### config.mk
export PLATFORM = sky130hd
export DESIGN_NAME = common_prefix_length_compare_top
export DESIGN_NICKNAME = d
export VERILOG_FILES = /design/src/rtl/clpc_pkg.sv /design/src/rtl/clpc_front.sv /design/src/rtl/clpc_queue.sv /design/src/rtl/clpc_back.sv /design/src/rtl/common_prefix_length_compare_top.sv
export SDC_FILE = /design/constraint.sdc
export NUM_CORES = 2
export LEC_CHECK = 0
export ABC_AREA = 1
export BUFFER_PORTS_ARGS = -buffer_cell sky130_fd_sc_hd__buf_2
export CORE_UTILIZATION = 25
export DETAILED_ROUTE_END_ITERATION = 12
export HOLD_SLACK_MARGIN = 0.15
export SLEW_MARGIN = 20
export SYNTH_ARGS = -nofsm -noshare
export SYNTH_HDL_FRONTEND = slang
export SYNTH_HIERARCHICAL = 1
export SYNTH_SLANG_ARGS = --single-unit
### constraint.sdc
create_clock -name clk -period 12.8 [get_ports clk]
set_clock_uncertainty 0.15 [all_clocks]
set_input_delay 0.64 -clock clk [delete_from_list [all_inputs] [get_ports clk]]
set_output_delay 0.64 -clock clk [all_outputs]
set_load 0.05 [all_outputs]
### src/rtl/clpc_pkg.sv
// Shared constants and types for the common prefix length compare block.
// Depends on nothing; every other file of the block uses it by scoped names.
`default_nettype none

package clpc_pkg;

	// Bytes per memory word and width of the length counters.
	localparam int WORD_BYTES = 8;
	localparam int LEN_BITS   = 32;

	localparam int WBITS = 8 * WORD_BYTES;
	// Byte lane index inside one word, also used for shift amounts and head.
	localparam int LAG_W = $clog2(WORD_BYTES);
	// Wide enough to hold a byte count from 0 to WORD_BYTES.
	localparam int CNT_W = $clog2(WORD_BYTES + 1);

	// Width of the port fields.
	localparam int OFF_W      = 3;
	localparam int PORT_LEN_W = 32;
	localparam int PORT_WORD_W = 64;

	// Depth of the queue between front and back.
	localparam int Q_DEPTH = 2;
	localparam int Q_PTR_W = (Q_DEPTH > 1) ? $clog2(Q_DEPTH) : 1;
	localparam int Q_CNT_W = $clog2(Q_DEPTH + 1);

	typedef logic [WBITS-1:0]    word_t;
	typedef logic [LEN_BITS-1:0] len_t;
	typedef logic [LAG_W-1:0]    lane_t;
	typedef logic [CNT_W-1:0]    cnt_t;

	// One classified item as it travels from front to back.
	typedef struct packed {
		logic  start;     // first item of a comparison
		logic  zero_len;  // compare length zero, used only on a start item
		logic  a_lag;     // stream A is the lagging stream and gets realigned
		lane_t shift;     // realignment distance in bytes
		lane_t head;      // first byte lane that belongs to both strings
		len_t  clen;      // compare length, the smaller of the two lengths
		word_t word_a;
		word_t word_b;
	} item_t;

endpackage

`default_nettype wire

### src/rtl/clpc_front.sv
// Front stage: accepts items, reduces offsets, and on a start item works out
// the compare length, the lagging stream, the shift and the head lane.
// Depends on clpc_pkg.
`default_nettype none

module clpc_front (
	input  wire logic                              clk,
	input  wire logic                              arst_n,
	input  wire logic                              in_valid,
	output logic                                   in_ready,
	input  wire logic                              start_req,
	input  wire logic [clpc_pkg::OFF_W-1:0]        offset_a,
	input  wire logic [clpc_pkg::OFF_W-1:0]        offset_b,
	input  wire logic [clpc_pkg::PORT_LEN_W-1:0]   len_a,
	input  wire logic [clpc_pkg::PORT_LEN_W-1:0]   len_b,
	input  wire logic [clpc_pkg::PORT_WORD_W-1:0]  word_a,
	input  wire logic [clpc_pkg::PORT_WORD_W-1:0]  word_b,
	output logic                                   out_valid,
	input  wire logic                              out_ready,
	output clpc_pkg::item_t                        out_item
);

	logic            valid_s1;
	clpc_pkg::item_t item_s1;
	clpc_pkg::item_t item_d;
	clpc_pkg::lane_t oa;
	clpc_pkg::lane_t ob;
	clpc_pkg::len_t  la;
	clpc_pkg::len_t  lb;
	clpc_pkg::len_t  clen;

	// Offsets at or beyond the word size wrap around into the word.
	always_comb begin
		if (int'(offset_a) >= clpc_pkg::WORD_BYTES) begin
			oa = clpc_pkg::LAG_W'(int'(offset_a) - clpc_pkg::WORD_BYTES);
		end else begin
			oa = clpc_pkg::LAG_W'(offset_a);
		end
		if (int'(offset_b) >= clpc_pkg::WORD_BYTES) begin
			ob = clpc_pkg::LAG_W'(int'(offset_b) - clpc_pkg::WORD_BYTES);
		end else begin
			ob = clpc_pkg::LAG_W'(offset_b);
		end
	end

	assign la   = clpc_pkg::LEN_BITS'(len_a);
	assign lb   = clpc_pkg::LEN_BITS'(len_b);
	assign clen = (la < lb) ? la : lb;

	always_comb begin
		item_d.start    = start_req;
		item_d.zero_len = (clen == '0);
		item_d.a_lag    = (ob > oa);
		item_d.shift    = (ob > oa) ? (ob - oa) : (oa - ob);
		item_d.head     = (oa > ob) ? oa : ob;
		item_d.clen     = clen;
		item_d.word_a   = word_a[clpc_pkg::WBITS-1:0];
		item_d.word_b   = word_b[clpc_pkg::WBITS-1:0];
	end

	assign in_ready = !valid_s1 || out_ready;

	always_ff @(posedge clk or negedge arst_n) begin
		if (!arst_n) begin
			valid_s1 <= 1'b0;
		end else if (in_ready) begin
			valid_s1 <= in_valid;
		end
	end

	always_ff @(posedge clk) begin
		if (in_valid && in_ready) begin
			item_s1 <= item_d;
		end
	end

	assign out_valid = valid_s1;
	assign out_item  = item_s1;

endmodule

`default_nettype wire

### src/rtl/clpc_queue.sv
// Short queue of classified items between the front and the back stage.
// Depends on clpc_pkg.
`default_nettype none

module clpc_queue (
	input  wire logic            clk,
	input  wire logic            arst_n,
	input  wire logic            push_valid,
	output logic                 push_ready,
	input  wire clpc_pkg::item_t push_item,
	output logic                 pop_valid,
	input  wire logic            pop_ready,
	output clpc_pkg::item_t      pop_item
);

	clpc_pkg::item_t                 ent_q [clpc_pkg::Q_DEPTH];
	logic [clpc_pkg::Q_PTR_W-1:0]    wr_ptr_q;
	logic [clpc_pkg::Q_PTR_W-1:0]    rd_ptr_q;
	logic [clpc_pkg::Q_CNT_W-1:0]    fill_q;
	logic                            push;
	logic                            pop;

	assign push_ready = (fill_q != clpc_pkg::Q_CNT_W'(clpc_pkg::Q_DEPTH));
	assign pop_valid  = (fill_q != '0);
	assign push       = push_valid && push_ready;
	assign pop        = pop_valid && pop_ready;
	assign pop_item   = ent_q[rd_ptr_q];

	always_ff @(posedge clk or negedge arst_n) begin
		if (!arst_n) begin
			wr_ptr_q <= '0;
			rd_ptr_q <= '0;
			fill_q   <= '0;
		end else begin
			if (push) begin
				wr_ptr_q <= (wr_ptr_q == clpc_pkg::Q_PTR_W'(clpc_pkg::Q_DEPTH - 1)) ?
					'0 : wr_ptr_q + 1'b1;
			end
			if (pop) begin
				rd_ptr_q <= (rd_ptr_q == clpc_pkg::Q_PTR_W'(clpc_pkg::Q_DEPTH - 1)) ?
					'0 : rd_ptr_q + 1'b1;
			end
			if (push && !pop) begin
				fill_q <= fill_q + 1'b1;
			end else if (pop && !push) begin
				fill_q <= fill_q - 1'b1;
			end
		end
	end

	always_ff @(posedge clk) begin
		if (push) begin
			ent_q[wr_ptr_q] <= push_item;
		end
	end

endmodule

`default_nettype wire

### src/rtl/clpc_back.sv
// Back stage: realigns the lagging stream, masks and compares one word pair,
// keeps the running count and holds the result in an output register.
// Depends on clpc_pkg.
`default_nettype none

module clpc_back (
	input  wire logic                             clk,
	input  wire logic                             arst_n,
	input  wire logic                             in_valid,
	output logic                                  in_ready,
	input  wire clpc_pkg::item_t                  in_item,
	output logic                                  out_valid,
	input  wire logic                             out_ready,
	output logic [clpc_pkg::PORT_LEN_W-1:0]       prefix_len,
	output logic                                  mismatch
);

	// Byte j of the result is byte j-lag of cur, or of prev one word back.
	function automatic clpc_pkg::word_t funnel(clpc_pkg::word_t cur,
			clpc_pkg::word_t prev, clpc_pkg::lane_t lag);
		logic [2*clpc_pkg::WBITS-1:0] cat;
		clpc_pkg::word_t              res;
		int                           k;
		cat = {cur, prev};
		res = '0;
		for (int j = 0; j < clpc_pkg::WORD_BYTES; j++) begin
			k = clpc_pkg::WORD_BYTES + j - int'(lag);
			res[8*j +: 8] = cat[8*k +: 8];
		end
		return res;
	endfunction

	logic            busy_q;
	logic            a_lag_q;
	clpc_pkg::lane_t shift_q;
	clpc_pkg::len_t  clen_q;
	clpc_pkg::len_t  count_q;
	clpc_pkg::len_t  rem_q;
	clpc_pkg::word_t held_a_q;
	clpc_pkg::word_t held_b_q;
	logic            out_valid_q;
	clpc_pkg::len_t  prefix_q;
	logic            mismatch_q;

	logic            take;
	logic            start;
	logic            active;
	logic            eff_a_lag;
	clpc_pkg::lane_t eff_shift;
	clpc_pkg::lane_t eff_head;
	clpc_pkg::len_t  eff_clen;
	clpc_pkg::len_t  eff_count;
	clpc_pkg::len_t  eff_rem;
	clpc_pkg::word_t prev_a;
	clpc_pkg::word_t prev_b;
	clpc_pkg::word_t a_al;
	clpc_pkg::word_t b_al;
	clpc_pkg::word_t diff;
	clpc_pkg::cnt_t  avail;
	clpc_pkg::cnt_t  n;
	logic            last;
	logic            found;
	clpc_pkg::lane_t p;
	clpc_pkg::len_t  hit_len;
	logic            emit;

	assign in_ready = !out_valid_q || out_ready;
	assign take     = in_valid && in_ready;
	assign start    = in_item.start;
	assign active   = start || busy_q;

	// A start item uses its own setup; held words count as zero before it.
	always_comb begin
		eff_a_lag = start ? in_item.a_lag : a_lag_q;
		eff_shift = start ? in_item.shift : shift_q;
		eff_head  = start ? in_item.head : '0;
		eff_clen  = start ? in_item.clen : clen_q;
		eff_count = start ? '0 : count_q;
		eff_rem   = start ? in_item.clen : rem_q;
		prev_a    = start ? '0 : held_a_q;
		prev_b    = start ? '0 : held_b_q;
	end

	always_comb begin
		if (eff_a_lag) begin
			a_al = funnel(in_item.word_a, prev_a, eff_shift);
			b_al = in_item.word_b;
		end else begin
			a_al = in_item.word_a;
			b_al = funnel(in_item.word_b, prev_b, eff_shift);
		end
	end

	// Bytes compared on this item: from the head lane, up to the word end
	// or the remaining length, whichever comes first.
	always_comb begin
		avail = clpc_pkg::CNT_W'(clpc_pkg::WORD_BYTES) - clpc_pkg::CNT_W'(eff_head);
		last  = (eff_rem <= clpc_pkg::LEN_BITS'(avail));
		n     = (eff_rem < clpc_pkg::LEN_BITS'(avail)) ? clpc_pkg::CNT_W'(eff_rem) : avail;
	end

	always_comb begin
		for (int j = 0; j < clpc_pkg::WORD_BYTES; j++) begin
			if ((j >= int'(eff_head)) && (j < int'(eff_head) + int'(n))) begin
				diff[8*j +: 8] = a_al[8*j +: 8] ^ b_al[8*j +: 8];
			end else begin
				diff[8*j +: 8] = 8'h00;
			end
		end
	end

	// Lowest differing byte lane.
	always_comb begin
		found = 1'b0;
		p     = '0;
		for (int j = clpc_pkg::WORD_BYTES - 1; j >= 0; j--) begin
			if (diff[8*j +: 8] != 8'h00) begin
				found = 1'b1;
				p     = clpc_pkg::LAG_W'(j);
			end
		end
	end

	assign hit_len = eff_count + (clpc_pkg::LEN_BITS'(p) - clpc_pkg::LEN_BITS'(eff_head));
	assign emit    = (start && in_item.zero_len) || (active && (found || last));

	always_ff @(posedge clk or negedge arst_n) begin
		if (!arst_n) begin
			busy_q      <= 1'b0;
			out_valid_q <= 1'b0;
		end else begin
			if (take && emit) begin
				out_valid_q <= 1'b1;
			end else if (out_ready) begin
				out_valid_q <= 1'b0;
			end
			if (take) begin
				if (start && in_item.zero_len) begin
					busy_q <= 1'b0;
				end else if (active) begin
					busy_q <= !(found || last);
				end
			end
		end
	end

	always_ff @(posedge clk) begin
		if (take) begin
			if (start && in_item.zero_len) begin
				held_a_q   <= in_item.word_a;
				held_b_q   <= in_item.word_b;
				prefix_q   <= '0;
				mismatch_q <= 1'b0;
			end else if (active) begin
				held_a_q <= in_item.word_a;
				held_b_q <= in_item.word_b;
				a_lag_q  <= eff_a_lag;
				shift_q  <= eff_shift;
				clen_q   <= eff_clen;
				count_q  <= eff_count + clpc_pkg::LEN_BITS'(n);
				rem_q    <= eff_rem - clpc_pkg::LEN_BITS'(n);
				if (found) begin
					prefix_q   <= hit_len;
					mismatch_q <= 1'b1;
				end else begin
					prefix_q   <= eff_clen;
					mismatch_q <= 1'b0;
				end
			end
		end
	end

	assign out_valid  = out_valid_q;
	assign prefix_len = clpc_pkg::PORT_LEN_W'(prefix_q);
	assign mismatch   = mismatch_q;

endmodule

`default_nettype wire

### src/rtl/common_prefix_length_compare_top.sv
// Common prefix length compare, top level: front stage, queue and back stage.
// Path: the item that decides a result passes the front register, a queue entry and the output register.
// Throughput: one item per cycle while the output is not held off; the back stage compares one word pair
// per cycle and the output register frees itself in the cycle it is taken.
// Reset: arst_n clears the handshake state and the busy flag; the block is idle.
// Depends on clpc_pkg, clpc_front, clpc_queue and clpc_back.
`default_nettype none

module common_prefix_length_compare_top (
	input  wire logic                              clk,
	input  wire logic                              arst_n,
	input  wire logic                              in_valid,
	output logic                                   in_ready,
	input  wire logic                              start_req,
	input  wire logic [clpc_pkg::OFF_W-1:0]        offset_a,
	input  wire logic [clpc_pkg::OFF_W-1:0]        offset_b,
	input  wire logic [clpc_pkg::PORT_LEN_W-1:0]   len_a,
	input  wire logic [clpc_pkg::PORT_LEN_W-1:0]   len_b,
	input  wire logic [clpc_pkg::PORT_WORD_W-1:0]  word_a,
	input  wire logic [clpc_pkg::PORT_WORD_W-1:0]  word_b,
	output logic                                   out_valid,
	input  wire logic                              out_ready,
	output logic [clpc_pkg::PORT_LEN_W-1:0]        prefix_len,
	output logic                                   mismatch
);

	// The front stage registers every item and, for a start item, works out
	// the compare length, which stream lags and by how many bytes, and the
	// first byte lane that holds string bytes of both streams. Items that
	// arrive while no comparison runs still pass through; the back stage
	// owns the busy state and drops them there.
	logic            fr_valid;
	logic            fr_ready;
	clpc_pkg::item_t fr_item;

	// The queue lets the front keep accepting while the back stage waits on
	// a full output register, and the reverse.
	logic            q_valid;
	logic            q_ready;
	clpc_pkg::item_t q_item;

	clpc_front u_front (
		.clk       (clk),
		.arst_n    (arst_n),
		.in_valid  (in_valid),
		.in_ready  (in_ready),
		.start_req (start_req),
		.offset_a  (offset_a),
		.offset_b  (offset_b),
		.len_a     (len_a),
		.len_b     (len_b),
		.word_a    (word_a),
		.word_b    (word_b),
		.out_valid (fr_valid),
		.out_ready (fr_ready),
		.out_item  (fr_item)
	);

	clpc_queue u_queue (
		.clk        (clk),
		.arst_n     (arst_n),
		.push_valid (fr_valid),
		.push_ready (fr_ready),
		.push_item  (fr_item),
		.pop_valid  (q_valid),
		.pop_ready  (q_ready),
		.pop_item   (q_item)
	);

	// The back stage realigns the lagging stream with a funnel shift of its
	// held and current words, masks head and tail bytes, finds the first
	// differing byte and keeps the running count. It emits at most one item
	// per comparison, then ignores items until the next start.
	clpc_back u_back (
		.clk        (clk),
		.arst_n     (arst_n),
		.in_valid   (q_valid),
		.in_ready   (q_ready),
		.in_item    (q_item),
		.out_valid  (out_valid),
		.out_ready  (out_ready),
		.prefix_len (prefix_len),
		.mismatch   (mismatch)
	);

endmodule

`default_nettype wire

Word level (Yosys, flattened, before mapping)
Memories as Yosys holds them, arrays and structs flattened.
Index checks and enable logic that the tools add are counted.
- bits in registers: 437
- memory bits (writable): 338
- bits of input ports: 203
- output and inout bits: 35
- word-level logic and storage cells: 186
- memories: 1
- $add $sub $neg: 20
- magnitude comparators: 20
- equal/unequal tests: 1
- shifts and indexed selects: 16
- mux-type cells: 56
- bitwise gates (word level): 9
- reduce and logical (&&, ||, !) cells: 40
- memories (name ; words ; bits a word ; read ports ; clocked after memory_dff ; wr ports ; RTL line ; RTL):
    u_queue.ent_q ; 2 ; 169 ; 1 ; 0 ; 1 ; clpc_queue.sv:16 ; clpc_pkg::item_t ent_q [clpc_pkg::Q_DEPTH];
- operator list (operator ; count):
    variable part select 128 x 32 -> 8 bit ; 14
    two-way mux 64 bit ; 8
    variable part select 128 x 8 -> 8 bit ; 2
    two-way mux 32 bit ; 6
    < comparator 4 x 32 -> 1 bit, first input constant ; 4
    < comparator 3 x 32 -> 1 bit, first input constant ; 2
    two-way mux 8 bit ; 8
    nonzero test 8 bit ; 8
    XOR 8 bit ; 8
    subtractor 4 x 3 -> 5 bit, first input constant ; 8
    two-way mux 3 bit ; 12
    adder 32 bit ; 1
    adder 32 x 4 -> 32 bit ; 1
    less-or-equal comparator 32 x 4 -> 1 bit ; 1
    logical NOT 32 bit ; 1
    < comparator 1 x 32 -> 1 bit, first input constant ; 1
    < comparator 2 x 32 -> 1 bit, first input constant ; 1
    < comparator 32 bit ; 1
    < comparator 32 x 4 -> 1 bit ; 1
    subtractor 32 x 4 -> 32 bit ; 1
    two-way mux 1 bit ; 19
    logical AND 1 bit ; 15
    >= comparator 3 bit, first input constant ; 3
    nonzero test 2 bit ; 4
    18 further kinds ; 32

Longest topological paths before layout
An unclocked memory read counts as a cell.
- word-level depth: 22
- depth in mapped cells: 58
- gate-level depth less buffers: 50

Cells and area by module
The synthesis kept the hierarchy.
- modules (own cells, without submodules) (module ; instances ; cells each ; area each (um^2)):
    clpc_back ; 1 ; 4407 ; 27087.2
    clpc_queue ; 1 ; 911 ; 12532.0
    clpc_front ; 1 ; 475 ; 6784.0

Worst setup path after synthesis
No wires, ideal clock.
- kind: reg-to-reg
- start point: register u_queue.rd_ptr_q
- end point: register u_back.prefix_q[21], in the netlist u_back/prefix_len[21], data pin
- setup time: 0.266 ns
- data arrival time: 9.618 ns
- required time: 12.384 ns
- setup slack: 2.766 ns
- cell stages (with the launch flop): 54
- cell sequence: dfrtp_1 buf_4 clkbuf_1 nand2_1 nand2_1 buf_4 inv_2 buf_6 buf_6 buf_6 buf_2 buf_1 buf_1 nand2_1 nand2_1 ha_1 inv_1 nor2_1 [18 not listed] nand2_1 nor2_1 a211oi_1 ha_1 a21o_1 a21oi_1 o21ai_0 nand3_1 nand2_1 nand2_1 nand2_1 a21oi_1 o21ai_0 a21oi_1 xor2_1 nand2_1 nand2_1 nor2_1
- RTL lines (element ; RTL line ; RTL):
    start, declared ; clpc_queue.sv:18 ; logic [clpc_pkg::Q_PTR_W-1:0] rd_ptr_q;
    start signal, assigned ; clpc_queue.sv:40 ; rd_ptr_q <= (rd_ptr_q == clpc_pkg::Q_PTR_W'(clpc_pkg::Q_DEPTH - 1)) ?
    end signal, assigned ; clpc_back.sv:163 ; prefix_q <= hit_len;
    end signal, assigned ; clpc_back.sv:166 ; prefix_q <= eff_clen;
    end, declared ; clpc_back.sv:42 ; clpc_pkg::len_t prefix_q;

==> results.ini <==
[final_layout]
nets=6366
final_cell_mix=nand2_1 (2,085), nand3_1 (1,200), edfxtp_1 (768)
stdcell_count=8591
area_delta_synth_final_pct=17.10
final.fill_count=19415
final_common_cell=nand2_1
finish.utilization_pct=29.59
seq_area_sq_um=23240
drive_gt1_share_pct=8.393
multiInputGateArea_sq_um=20180
fin_area_sq_um=54340

[timing]
hold_viol_final=0
slew_headroom_pct=31.12
maxSlewViolCount=0
setup_viol_count_final=0
tns_ns=0
fin_crit_sh_pct=78.80
grt_setup_unrepaired=false
fmax_mhz=99.14
finalCriticalPeriod_ns=10.09
worst_pin_slew_ns=1.032

[critical_path]
crit_fanout=67
required_ns=13.12
start_kind=register
crit_type=register to register
crit_top_cell=nand2_1
cp-end-kind=register
worstPathArrival_ns=10.41
cpPeakStageDelay_ns=0.76
crit_slowest_cell=buf_4

[die]
die-height_microns=432.8
placementRows=157
die_x_microns=432.8
pin_count=238
start_util_pct=25.26
coreArea_sq_um=183700
fp.dieArea_sq_um=187300

[global_route]
grt.total_usage_pct=17.03
grt_max_degree=121
grt_pass1_wl_microns=242700
grt-ovfl-total=0
antenna_found_initial=12
first_global_vias=39192

[synthesis]
synth_fp_nets=6098
async_flop_share_pct=0.9032
synth_edf_count=768
ys.flop_type=edfxtp_1
netlist_instances=5793
synth_area_leaders=edfxtp_1 (50%), nand2_1 (17%), nand3_1 (13%)
yosysTopAreaCellShare_pct=49.70
yosysSeqAreaShare_pct=50.08
yosys.area.top_type=edfxtp_1
avgSynthCellArea_sq_um=8.010
yosysUniqueCellTypes=55
yosysWarnings=6
netlist_area_sq_um=46400
ys_seq_elements=775

[place]
dpl.hpwl_microns=113400
place_inst=8259
placed_area_sq_um=49800
finalWeightedCongestion=0.9281
place.port_buffers=237

[route]
drtAntennaViolNets=0
dr_wl_met2_microns=76640
routed_via_density=4.840
wl_met1_microns=67810
vias=41583
drc_errors=0
drt-initial-drc-count=4159
highest_layer=met5
dr.pass1.iters=7
wl_met3_microns=10950
drt-wirelength-per-cell_microns=18.96
drt-total-wl_microns=162900

[cts]
path_clk_slew_ns=0.07
cts_root_buf=clkbuf_16
cts_resized=0
cts_setup_buffers=0
clock-sinks=775
clk_latency_ns=0.71
holdBufCountCts=180
cts_tree=built
clockBufferDepth=3
htreeDepth=3
cts_made_buffers=84

[job]
max_cap_violations=0

[status]
status=completed

[worst_hold_path]
min_path_type=primary input to register

==> metrics by stage <==
| step | setup slack, ns | hold WS [ns] |
|---|---|---|
| floorplan | 2.766 | 0.1944 |
| global placement | 2.915 | 0.2725 |
| detailed placement | 2.857 | 0.2791 |
| CTS | 2.850 | 0.1516 |
| global route | 1.934 | 0.1745 |
| finish | 2.714 | 0.1994 |
==> registers in the layout, summed over array words and instances (netlist names), 2 cells and up <==
signal and cells:
u_queue/ent_q 338, u_front/out_item 169, u_back/held_a_q 64, u_back/held_b_q 64, u_back/clen_q 32, u_back/count_q 32, u_back/prefix_len 32, u_back/rem_q 32
u_back/shift_q 3, u_queue/fill_q 2
==> worst max-delay path: cells and delay by family, from the launching register on <==
family          cells  cell delay (ns)
buf+inv             8             2.95
fa+ha+maj           3             1.08
flops               1             0.64
compound gates      5             1.14
simple gates       25             3.68
xor+xnor            1             0.11
==> synth_stat cells, types with 19 or more instances <==
library cell / count
buf_6: 21
nand3_1: 1200
ha_1: 95
a21oi_1: 101
xor2_1: 72
buf_1: 39
edfxtp_1: 768
o21ai_1: 41
nand2_2: 19
nor2_1: 403
o21bai_1: 21
nor3_1: 22
nand2_1: 2090
inv_1: 400
buf_2: 132
buf_4: 21
nand4_1: 27
clkbuf_1: 88
o21ai_0: 64
xnor2_1: 29
==> metal layers <==
metal / GRT usage [%] / up-vias
li1: - / 19879
met1: 21.92 / 19665
met2: 27.90 / 1642
met3: 2.596 / 387
met4: 7.941 / 10
met5: 0 / -
==> final timing paths <==
path                                            from               endpoint  slack (ns)  depth (start not counted)
worst max-delay path                u_queue/rd_ptr_q  u_back/prefix_len[24]        2.71                         42
worst min-delay path                       len_a[24]  u_front/out_item[152]        0.20                          3
worst max register to register      u_queue/rd_ptr_q  u_back/prefix_len[24]        2.71                         42
worst min register to register  u_front/out_item[84]   u_queue/ent_q[1][84]        0.27                          0
max in group asynchronous                     arst_n       u_queue/rd_ptr_q       11.48                          3
min in group asynchronous                     arst_n      u_front/out_valid        0.74                          3
==> kinds of logic (layout without fill, tap and decap cells) <==
logic type	Yosys count	in the layout	synth area share (%)
and+or+nand+nor	3824	3824	35.08
DFF	775	775	50.08
buffers and inverters	713	1044	6.641
AOI/OAI and AO/OA	277	277	3.411
adders and majority gates	102	102	2.864
xor gates and xnor gates	101	101	1.906
muxes	1	1	0.02157
other	0	3	0
==> layout make-up <==
class                      count  area share [%]
timing repair buffer         483           6.502
antenna                        3         0.01382
multi-input combinational   4305           37.13
tap                         2464           5.674
inverter                     412           2.887
clock inverter                42          0.8404
clock buffer                 107           4.179
sequential                   775           42.77
Power is not shown: default switching activity piles up to over one toggle a cycle in this logic, so the estimate is an artifact.
